`src/hdl/arx_pkg.sv`:
```
package arx_pkg;

   typedef enum logic [1:0] {
      OP_STEP  = 2'd0,
      OP_WR_A  = 2'd1,
      OP_WR_B  = 2'd2,
      OP_NONE  = 2'd3
   } opcode_type;

   typedef enum logic [1:0] {
      CSR_A_ORDER       = 2'd0,
      CSR_B_ORDER       = 2'd1,
      CSR_OUTPUT_DELAY  = 2'd2,
      CSR_INITIAL_STATE = 2'd3
   } csr_index_type;

   typedef enum logic [2:0] {
      ACT_FETCH,
      ACT_BTAP,
      ACT_ATAP,
      ACT_NOP,
      ACT_WRITEBACK,
      ACT_READ_OUT,
      ACT_RESPOND
   } uact_type;

   typedef enum logic [2:0] {
      COND_NEVER,
      COND_NO_STEP,
      COND_B_DONE,
      COND_A_DONE,
      COND_OUT_BUSY
   } ucond_type;

   localparam int PC_W = 3;

   localparam logic [PC_W-1:0] PC_FETCH = 3'd0;
   localparam logic [PC_W-1:0] PC_BTAP  = 3'd1;
   localparam logic [PC_W-1:0] PC_ATAP  = 3'd2;
   localparam logic [PC_W-1:0] PC_DRAIN = 3'd3;
   localparam logic [PC_W-1:0] PC_ROUND = 3'd4;
   localparam logic [PC_W-1:0] PC_READ  = 3'd5;
   localparam logic [PC_W-1:0] PC_RESP  = 3'd6;

   typedef struct packed {
      uact_type        act;
      ucond_type       cond;
      logic [PC_W-1:0] jump_pc;
      logic [PC_W-1:0] next_pc;
   } uword_type;

   // jump_pc is taken when cond holds; tap and respond actions run only when it does not
   function automatic uword_type ucode_rom(input logic [PC_W-1:0] pc);
      uword_type w;
      unique case (pc)
         PC_FETCH: w = '{ACT_FETCH,     COND_NO_STEP,  PC_FETCH, PC_BTAP};
         PC_BTAP:  w = '{ACT_BTAP,      COND_B_DONE,   PC_ATAP,  PC_BTAP};
         PC_ATAP:  w = '{ACT_ATAP,      COND_A_DONE,   PC_DRAIN, PC_ATAP};
         PC_DRAIN: w = '{ACT_NOP,       COND_NEVER,    PC_FETCH, PC_ROUND};
         PC_ROUND: w = '{ACT_WRITEBACK, COND_NEVER,    PC_FETCH, PC_READ};
         PC_READ:  w = '{ACT_READ_OUT,  COND_NEVER,    PC_FETCH, PC_RESP};
         PC_RESP:  w = '{ACT_RESPOND,   COND_OUT_BUSY, PC_RESP,  PC_FETCH};
         default:  w = '{ACT_NOP,       COND_NEVER,    PC_FETCH, PC_FETCH};
      endcase
      return w;
   endfunction

endpackage

```
`src/hdl/arx_model_step.sv`:
```
// ARX plant model stepped one request at a time. Opcode write-A / write-B loads one Q2.14
// coefficient; a step request multiplies the B taps against past inputs and the A taps
// against past computed values, one tap per cycle through a single shared 16x16 multiplier,
// adds the noise term, rounds and saturates to Q4.12, and returns the computed value from
// output_delay - 1 steps back (0 acts as 1, larger values clip to MAX_DELAY). A step grows
// longer with b_order + a_order (orders clipped to their maximum); the tap loop of the
// microcode sequencer and the single read port of the computed-history memory set its
// length. A new request is taken while a result waits on the response port. The history
// memory needs no clearing pass after reset.
module arx_model_step
   import arx_pkg::*;
#(
   parameter int MAX_A_ORDER = 8,
   parameter int MAX_B_ORDER = 8,
   parameter int MAX_DELAY   = 16
) (
   input  logic               clock,
   input  logic               reset,
   input  logic               req_valid,
   output logic               req_ready,
   input  logic [1:0]         req_opcode,
   input  logic signed [15:0] req_sample_in,
   input  logic [2:0]         req_coef_index,
   input  logic signed [15:0] req_coef_value,
   input  logic signed [15:0] req_noise_term,
   output logic               rsp_valid,
   input  logic               rsp_ready,
   output logic signed [15:0] rsp_model_out,
   input  logic               csr_we,
   input  logic [1:0]         csr_index,
   input  logic [15:0]        csr_wdata
);

   localparam int HIST  = MAX_A_ORDER + MAX_DELAY;
   localparam int HW    = $clog2(HIST);
   localparam int MAXT  = (MAX_A_ORDER > MAX_B_ORDER) ? MAX_A_ORDER : MAX_B_ORDER;
   localparam int TW    = $clog2(MAXT + 1);
   localparam int AW    = (MAX_A_ORDER > 1) ? $clog2(MAX_A_ORDER) : 1;
   localparam int BW    = (MAX_B_ORDER > 1) ? $clog2(MAX_B_ORDER) : 1;
   localparam int ACC_W = 33 + $clog2(MAX_A_ORDER + MAX_B_ORDER + 1);
   localparam int QW    = ACC_W - 14;

   localparam logic signed [QW-1:0]    QMAX  = QW'(32767);
   localparam logic signed [QW-1:0]    QMIN  = QW'(-32768);
   localparam logic signed [ACC_W-1:0] RHALF = ACC_W'(8192);

   // configuration
   logic [3:0]         a_order_ff;
   logic [3:0]         b_order_ff;
   logic [4:0]         output_delay_ff;

   // coefficient and input-history registers
   logic signed [15:0] a_coefs_ff [MAX_A_ORDER];
   logic signed [15:0] b_coefs_ff [MAX_B_ORDER];
   logic signed [15:0] u_hist_ff  [MAX_B_ORDER];

   // computed-history memory, circular
   logic signed [15:0] hist_mem [HIST];
   logic [HIST-1:0]    hist_vld_ff;
   logic [HW-1:0]      wp_ff;
   logic signed [15:0] rd_data_ff;
   logic               rd_vld_ff;
   logic               hist_we;
   logic [HW-1:0]      hist_waddr;
   logic signed [15:0] hist_wdata;
   logic [HW-1:0]      hist_raddr;

   // sequencer
   logic [PC_W-1:0]    pc_ff;
   logic [TW-1:0]      tap_ff;
   uword_type          uw;
   logic               jump;
   logic               run_act;

   // step operands and datapath
   logic signed [15:0]    sample_ff;
   logic                  s1_vld_ff;
   logic                  s1_is_a_ff;
   logic signed [15:0]    s1_coef_ff;
   logic signed [15:0]    s1_samp_ff;
   logic                  s2_vld_ff;
   logic                  s2_neg_ff;
   logic signed [31:0]    prod_ff;
   logic signed [ACC_W-1:0] acc_ff;
   logic signed [15:0]    mul_b;
   logic signed [ACC_W-1:0] prod_ext;
   logic signed [ACC_W-1:0] acc_rnd;
   logic signed [QW-1:0]    q_full;
   logic signed [15:0]      y_sat;

   logic               rsp_valid_ff;
   logic signed [15:0] rsp_model_out_ff;

   logic [TW-1:0]      na;
   logic [TW-1:0]      nb;
   logic [HW-1:0]      delay_k;
   logic               req_take;
   logic               out_busy;

   function automatic logic [HW-1:0] slot_addr(input logic [HW-1:0] wp, input logic [HW-1:0] k);
      logic [HW:0] s;
      s = {1'b0, wp} + (HW+1)'(HIST - 1) - {1'b0, k};
      if (s >= (HW+1)'(HIST)) begin
         s = s - (HW+1)'(HIST);
      end
      return s[HW-1:0];
   endfunction

   assign na = (32'(a_order_ff) > MAX_A_ORDER) ? TW'(MAX_A_ORDER) : TW'(a_order_ff);
   assign nb = (32'(b_order_ff) > MAX_B_ORDER) ? TW'(MAX_B_ORDER) : TW'(b_order_ff);

   always_comb begin
      if (output_delay_ff == 5'd0) begin
         delay_k = '0;
      end else if (32'(output_delay_ff) > MAX_DELAY) begin
         delay_k = HW'(MAX_DELAY - 1);
      end else begin
         delay_k = HW'(output_delay_ff - 5'd1);
      end
   end

   assign uw        = ucode_rom(pc_ff);
   assign req_ready = (uw.act == ACT_FETCH);
   assign req_take  = req_valid && req_ready;
   assign out_busy  = rsp_valid_ff && !rsp_ready;

   always_comb begin
      unique case (uw.cond)
         COND_NEVER:    jump = 1'b0;
         COND_NO_STEP:  jump = !(req_take && (opcode_type'(req_opcode) == OP_STEP));
         COND_B_DONE:   jump = (tap_ff >= nb);
         COND_A_DONE:   jump = (tap_ff >= na);
         COND_OUT_BUSY: jump = out_busy;
         default:       jump = 1'b0;
      endcase
   end

   assign run_act = !jump;

   // memory port selection
   always_comb begin
      hist_we    = 1'b0;
      hist_waddr = wp_ff;
      hist_wdata = y_sat;
      priority if (csr_we && (csr_index_type'(csr_index) == CSR_INITIAL_STATE)) begin
         hist_we    = 1'b1;
         hist_waddr = slot_addr(wp_ff, delay_k);
         hist_wdata = $signed(csr_wdata);
      end else if (uw.act == ACT_WRITEBACK) begin
         hist_we = 1'b1;
      end
   end

   // hold the delayed slot on the read port while the response waits
   assign hist_raddr = ((uw.act == ACT_READ_OUT) || (uw.act == ACT_RESPOND))
                          ? slot_addr(wp_ff, delay_k)
                          : slot_addr(wp_ff, HW'(tap_ff));

   always_ff @(posedge clock) begin
      if (hist_we) begin
         hist_mem[hist_waddr] <= hist_wdata;
      end
      rd_data_ff <= hist_mem[hist_raddr];
   end

   always_ff @(posedge clock) begin
      if (reset) begin
         hist_vld_ff <= '0;
         rd_vld_ff   <= 1'b0;
      end else begin
         if (hist_we) begin
            hist_vld_ff[hist_waddr] <= 1'b1;
         end
         rd_vld_ff <= hist_vld_ff[hist_raddr];
      end
   end

   // round half up, then saturate
   assign acc_rnd = acc_ff + RHALF;
   assign q_full  = QW'(acc_rnd >>> 14);
   always_comb begin
      priority if (q_full > QMAX) begin
         y_sat = 16'sh7fff;
      end else if (q_full < QMIN) begin
         y_sat = -16'sh8000;
      end else begin
         y_sat = q_full[15:0];
      end
   end

   assign mul_b    = s1_is_a_ff ? (rd_vld_ff ? rd_data_ff : 16'sd0) : s1_samp_ff;
   assign prod_ext = ACC_W'(prod_ff);

   // configuration registers
   always_ff @(posedge clock) begin
      if (reset) begin
         a_order_ff       <= 4'd1;
         b_order_ff       <= 4'd1;
         output_delay_ff  <= 5'd1;
      end else if (csr_we) begin
         unique case (csr_index_type'(csr_index))
            CSR_A_ORDER:       a_order_ff       <= csr_wdata[3:0];
            CSR_B_ORDER:       b_order_ff       <= csr_wdata[3:0];
            CSR_OUTPUT_DELAY:  output_delay_ff  <= csr_wdata[4:0];
            CSR_INITIAL_STATE: ;
            default:           ;
         endcase
      end
   end

   // coefficients and input history
   always_ff @(posedge clock) begin
      if (reset) begin
         for (int j = 0; j < MAX_A_ORDER; j++) begin
            a_coefs_ff[j] <= '0;
         end
         for (int j = 0; j < MAX_B_ORDER; j++) begin
            b_coefs_ff[j] <= '0;
            u_hist_ff[j]  <= '0;
         end
      end else begin
         if (req_take && (opcode_type'(req_opcode) == OP_WR_A)) begin
            for (int j = 0; j < MAX_A_ORDER; j++) begin
               if (32'(req_coef_index) == j) begin
                  a_coefs_ff[j] <= req_coef_value;
               end
            end
         end
         if (req_take && (opcode_type'(req_opcode) == OP_WR_B)) begin
            for (int j = 0; j < MAX_B_ORDER; j++) begin
               if (32'(req_coef_index) == j) begin
                  b_coefs_ff[j] <= req_coef_value;
               end
            end
         end
         if (uw.act == ACT_WRITEBACK) begin
            u_hist_ff[0] <= sample_ff;
            for (int j = 1; j < MAX_B_ORDER; j++) begin
               u_hist_ff[j] <= u_hist_ff[j-1];
            end
         end
      end
   end

   // sequencer and datapath
   always_ff @(posedge clock) begin
      if (reset) begin
         pc_ff        <= PC_FETCH;
         tap_ff       <= '0;
         wp_ff        <= '0;
         s1_vld_ff    <= 1'b0;
         s2_vld_ff    <= 1'b0;
         rsp_valid_ff <= 1'b0;
      end else begin
         pc_ff     <= jump ? uw.jump_pc : uw.next_pc;
         s1_vld_ff <= run_act && ((uw.act == ACT_BTAP) || (uw.act == ACT_ATAP));
         s2_vld_ff <= s1_vld_ff;

         if ((uw.act == ACT_RESPOND) && run_act) begin
            rsp_valid_ff <= 1'b1;
         end else if (rsp_valid_ff && rsp_ready) begin
            rsp_valid_ff <= 1'b0;
         end

         unique case (uw.act)
            ACT_FETCH: begin
               tap_ff <= '0;
            end
            ACT_BTAP: begin
               if (run_act) begin
                  tap_ff <= tap_ff + TW'(1);
               end else begin
                  tap_ff <= '0;
               end
            end
            ACT_ATAP: begin
               if (run_act) begin
                  tap_ff <= tap_ff + TW'(1);
               end else begin
                  tap_ff <= '0;
               end
            end
            ACT_WRITEBACK: begin
               wp_ff <= (wp_ff == HW'(HIST - 1)) ? '0 : wp_ff + HW'(1);
            end
            ACT_READ_OUT, ACT_RESPOND, ACT_NOP: ;
            default: ;
         endcase
      end
   end

   always_ff @(posedge clock) begin
      if (req_take && (opcode_type'(req_opcode) == OP_STEP)) begin
         sample_ff <= req_sample_in;
         acc_ff    <= ACC_W'(req_noise_term) <<< 14;
      end else if (s2_vld_ff) begin
         acc_ff <= s2_neg_ff ? acc_ff - prod_ext : acc_ff + prod_ext;
      end

      s1_is_a_ff <= (uw.act == ACT_ATAP);
      s1_coef_ff <= (uw.act == ACT_ATAP) ? a_coefs_ff[tap_ff[AW-1:0]]
                                         : b_coefs_ff[tap_ff[BW-1:0]];
      s1_samp_ff <= u_hist_ff[tap_ff[BW-1:0]];

      prod_ff   <= s1_coef_ff * mul_b;
      s2_neg_ff <= s1_is_a_ff;

      if ((uw.act == ACT_RESPOND) && run_act) begin
         rsp_model_out_ff <= rd_vld_ff ? rd_data_ff : 16'sd0;
      end
   end

   assign rsp_valid     = rsp_valid_ff;
   assign rsp_model_out = rsp_model_out_ff;

`ifndef NO_ASSERTIONS
   a_rsp_from_resp_step: assert property (@(posedge clock) disable iff (reset)
      $rose(rsp_valid_ff) |-> ($past(pc_ff) == PC_RESP))
      else $error("response raised outside the respond step");

   a_tap_bounded: assert property (@(posedge clock) disable iff (reset)
      ((pc_ff == PC_BTAP) |-> (tap_ff <= nb)) and ((pc_ff == PC_ATAP) |-> (tap_ff <= na)))
      else $error("tap counter ran past the order");

   a_pipe_drained: assert property (@(posedge clock) disable iff (reset)
      (pc_ff == PC_ROUND) |-> (!s1_vld_ff && !s2_vld_ff))
      else $error("products still in flight at rounding");

   a_resp_held: assert property (@(posedge clock) disable iff (reset)
      (rsp_valid_ff && !rsp_ready) |=> (rsp_valid_ff && $stable(rsp_model_out_ff)))
      else $error("pending response dropped or changed");
`endif

endmodule
```
`config.mk`:
```
export PLATFORM = sky130hd
export DESIGN_NAME = arx_model_step
export DESIGN_NICKNAME = d
export VERILOG_FILES = /design/src/hdl/arx_pkg.sv /design/src/hdl/arx_model_step.sv
export SDC_FILE = /design/constraint.sdc
export NUM_CORES = 2
export LEC_CHECK = 0
export BUFFER_PORTS_ARGS = -buffer_cell sky130_fd_sc_hd__buf_2
export CELL_PAD_IN_SITES_DETAIL_PLACEMENT = 1
export CELL_PAD_IN_SITES_GLOBAL_PLACEMENT = 1
export CORE_MARGIN = 1.5
export CORE_UTILIZATION = 36
export DETAILED_ROUTE_END_ITERATION = 12
export PLACE_DENSITY_LB_ADDON = 0.25
export RECOVER_POWER = 25
export SYNTH_ARGS = -nofsm -noshare
export SYNTH_HDL_FRONTEND = slang
export SYNTH_SLANG_ARGS = --single-unit
```
`constraint.sdc`:
```
create_clock -name clock -period 10.1 [get_ports clock]
set_input_delay 0 -clock clock [delete_from_list [all_inputs] [get_ports clock]]
set_output_delay 0 -clock clock [all_outputs]
set_load 0.005 [all_outputs]
```
==> impl_metrics.ini <==
[placed_design]
number_of_port_buffers = 93
dpl.hpwl_microns = 97500
gp_congestion = 0.843

[detailed_routing]
iteration_0_drc_markers = 2280
post_drt_via_cell_ratio = 5.16
routed-via-count = 32400
detail-route-antenna-nets = 0
detail_route.wirelength_microns = 145000
drc = 0
wl_per_cell_microns = 23.1
firstDrtPassIters = 5

[cells_and_area]
area_growth_syn_to_layout_pct = 14.0
layout.cells.most_common = edfxtp_1
layout-drive-gt1-share_pct = 12.8
layout_common_cells = edfxtp_1 (824), nand2_1 (456), inv_1 (399)
final_net_count = 4766
layout.filler_cells = 14900
core_util_final_pct = 41.3
num_antenna_cells = 0

[run_status]
status = finished, violations left
failed_checks = max-capacitance violations, max-slew violations

[sta]
worst-slew-pin-transition_ns = 3.46
final-max-slew-violation-count = 322
timing.final.setup_violations = 0
max_freq_mhz = 125
layout_min_cycle_time_ns = 8.03
timing_hold_violations_final = 0
grt_setup_unrepaired = no
max_slew_margin_vs_limit_pct = -131
timing.final.crit_share_pct = 79.5
fin_skew_ns = 0.0663
final.setup.tns_ns = 0

[synth]
yosys-mux-area-fraction_pct = 8.90
post_synth_adder_cell_area_pct = 13.6
yosysUniqueCellTypes = 85
post_synth_xor_area_fraction_pct = 2.09
yosysWarningCount = 0
syn_area_per_cell_sq_um = 12.7
synth_seq_cells = 976
synthesized_area_sq_um = 52000
synth_top_family_by_area = adder cells
synth-simple-area-share_pct = 12.2
synth_enable_flop_cells = 824
syn_inst = 4110
synth-async-reset-ratio_pct = 0
syn_nets = 4593
synth_compound_gate_area_share_pct = 5.25
ys_seq_area_share_pct = 53.4
synth-main-ff-cell = edfxtp_1

[pwr]
cellLeakagePower_nw = 22.4
ir_worst_vdd_mv = 0.265
cellPowerDensity_nw_per_um2 = 242

[floorplan]
start_util_pct = 36.2
floorplan.core_area_sq_um = 143000
die-area_sq_um = 147000
die_width_microns = 383
rows = 139
die_h_microns = 383
number_of_primary_i_o_pins = 94

[critical_path]
worstPathMaxFanout = 19
regToRegSetupSlack_ns = 2.07
start_kind = flip-flop
launch_point_of_the_critical_path = s1_is_a_ff
worst_ep_arrival_time_ns = 8.68
end_kind = flip-flop
critical_path_class = reg -> reg
cp_data_required_time_ns = 10.75
reg2reg_from = s1_is_a_ff

[global_route]
grt_antenna_before_repair = 4
grt_remaining_overflow = 0
grt_pass1_wl_microns = 221000
vias_in_the_first_global_route = 34800
global_route_usage_over_all_layers_pct = 20.0
grt_start_max_net_pins = 97

[clocking]
postCtsSetupRepairBufs = 0
root_buffer = clkbuf_16
worstSkewPairLatency_ns = 0.77
clock_tree_from_tritoncts = yes
clk_transition_reported_paths_ns = 0.08
clock_path_buffers = 3
post_cts_resized = 0
cts.sink_count = 976
htree_levels = 3
cts_inserted_buffers = 108

[hold_path]
timing.hold.worst.start = req_noise_term[11]
worstHoldPathType = in -> reg

[run]
max-cap-violations = 7
metrics by stage:
stage,power [mW],std cells,hold WS [ns],area [sq um],worst slack [ns]
3_3_place_gp,10.3,5990,0.178,54800,2.21
4_1_cts,14.5,6279,0.00383,59400,2.08
3_5_place_dp,10.4,5990,0.180,54800,2.14
6_report,14.3,6279,0.0729,59300,2.07
5_1_grt,15.3,6279,0.0758,59300,1.74
2_1_floorplan,8.88,4110,0.0989,52000,2.74
path summary, 6_finish.rpt:
| kind | end | cells after the start |
|---|---|---|
| worst max-delay path | prod_ff[30] | 23 |
| worst min-delay path | acc_ff[25] | 4 |
| worst max register to register | prod_ff[30] | 23 |
| worst min register to register | s2_vld_ff | 1 |
registers in the layout, indices dropped and copies added, names as in the netlist, 4 cells and up, named ones only:
| name | flops |
|---|---|
| wp_ff | 5 |
| hist_mem | 384 |
| u_hist_ff | 128 |
| rsp_model_out | 16 |
| rd_data_ff | 16 |
| prod_ff | 32 |
| hist_vld_ff | 24 |
| output_delay_ff | 5 |
| acc_ff | 38 |
| s1_coef_ff | 16 |
| b_coefs_ff | 128 |
| s1_samp_ff | 16 |
| b_order_ff | 4 |
| a_order_ff | 4 |
| sample_ff | 16 |
| tap_ff | 4 |
| a_coefs_ff | 128 |
cell families (layout without fill, tap and decap cells):
logic type               after synthesis  in the layout
multiplexers                         232            232
flip-flops                           976            976
buffers and inverters                604            870
XOR/XNOR                             124            124
AO/OA/AOI/OAI                        415            415
AND/OR/NAND/NOR                     1351           1351
adder cells (fa/ha/maj)              407            407
other                                  1              1
cell usage after synthesis, drive strengths merged, types with 77 or more instances:
cell	number	area, sq um
nor2	356	1340
o21ai	87	435
nand2	457	1720
and2	178	1110
dfxtp	152	3040
xnor2	99	867
mux4	182	4100
ha	142	1780
nor2b	124	776
fa	265	5310
nand3	77	385
clkbuf	153	604
a21oi	112	561
inv	400	1500
edfxtp	824	24700
final cells by class:
type / count / area (sq um) / share of cell area (%)
Timing Repair Buffer: 266 / 1940 / 3.27
Tap cell: 1903 / 2380 / 4.02
Clock inverter: 52 / 677 / 1.14
Clock buffer: 151 / 3000 / 5.07
Multi-Input combinational cell: 2530 / 22000 / 37.1
Inverter: 401 / 1510 / 2.54
Sequential cell: 976 / 27800 / 46.9
where the power goes:
| group | total (mW) | switching (mW) | leakage (nW) | internal (mW) |
|---|---|---|---|---|
| registers | 4.83 | 0.181 | 9.19 | 4.65 |
| logic | 5.43 | 3.13 | 11.4 | 2.31 |
| clock network | 4.07 | 1.72 | 1.77 | 2.35 |
what timing repair did:
action / 4_1_cts / 5_1_grt
hold endpoints to repair: 356 / 0
hold buffers: 86 / 0
setup endpoints to repair: 0 / 0
worst max-delay path: stages, from the launching register on:
cell	delay, ns
dfxtp_1	0.96
mux2_2	0.58
and2_1	0.24
fa_1	0.53
inv_1	0.05
fa_1	0.49
inv_1	0.07
fa_1	0.52
fa_1	0.54
fa_1	0.55
inv_1	0.06
fa_1	0.53
inv_1	0.04
ha_1	0.39
a21o_1	0.21
a21o_1	0.17
a21o_1	0.21
a2111o_1	0.41
o221ai_1	0.28
o211ai_1	0.20
o41ai_1	0.45
o21bai_1	0.12
a21oi_1	0.19
xnor2_1	0.14
routing by layer:
layer / track usage [%] / part of all wire (%) / up-vias
li1: - / - / 14600
met1: 29.1 / 48 / 17000
met2: 31.5 / 46 / 662
met3: 3.13 / 4.8 / 162
met4: 4.37 / 1.6 / 0
met5: 0 / 0 / -
Note: power is estimated with default switching activity, not from simulation.
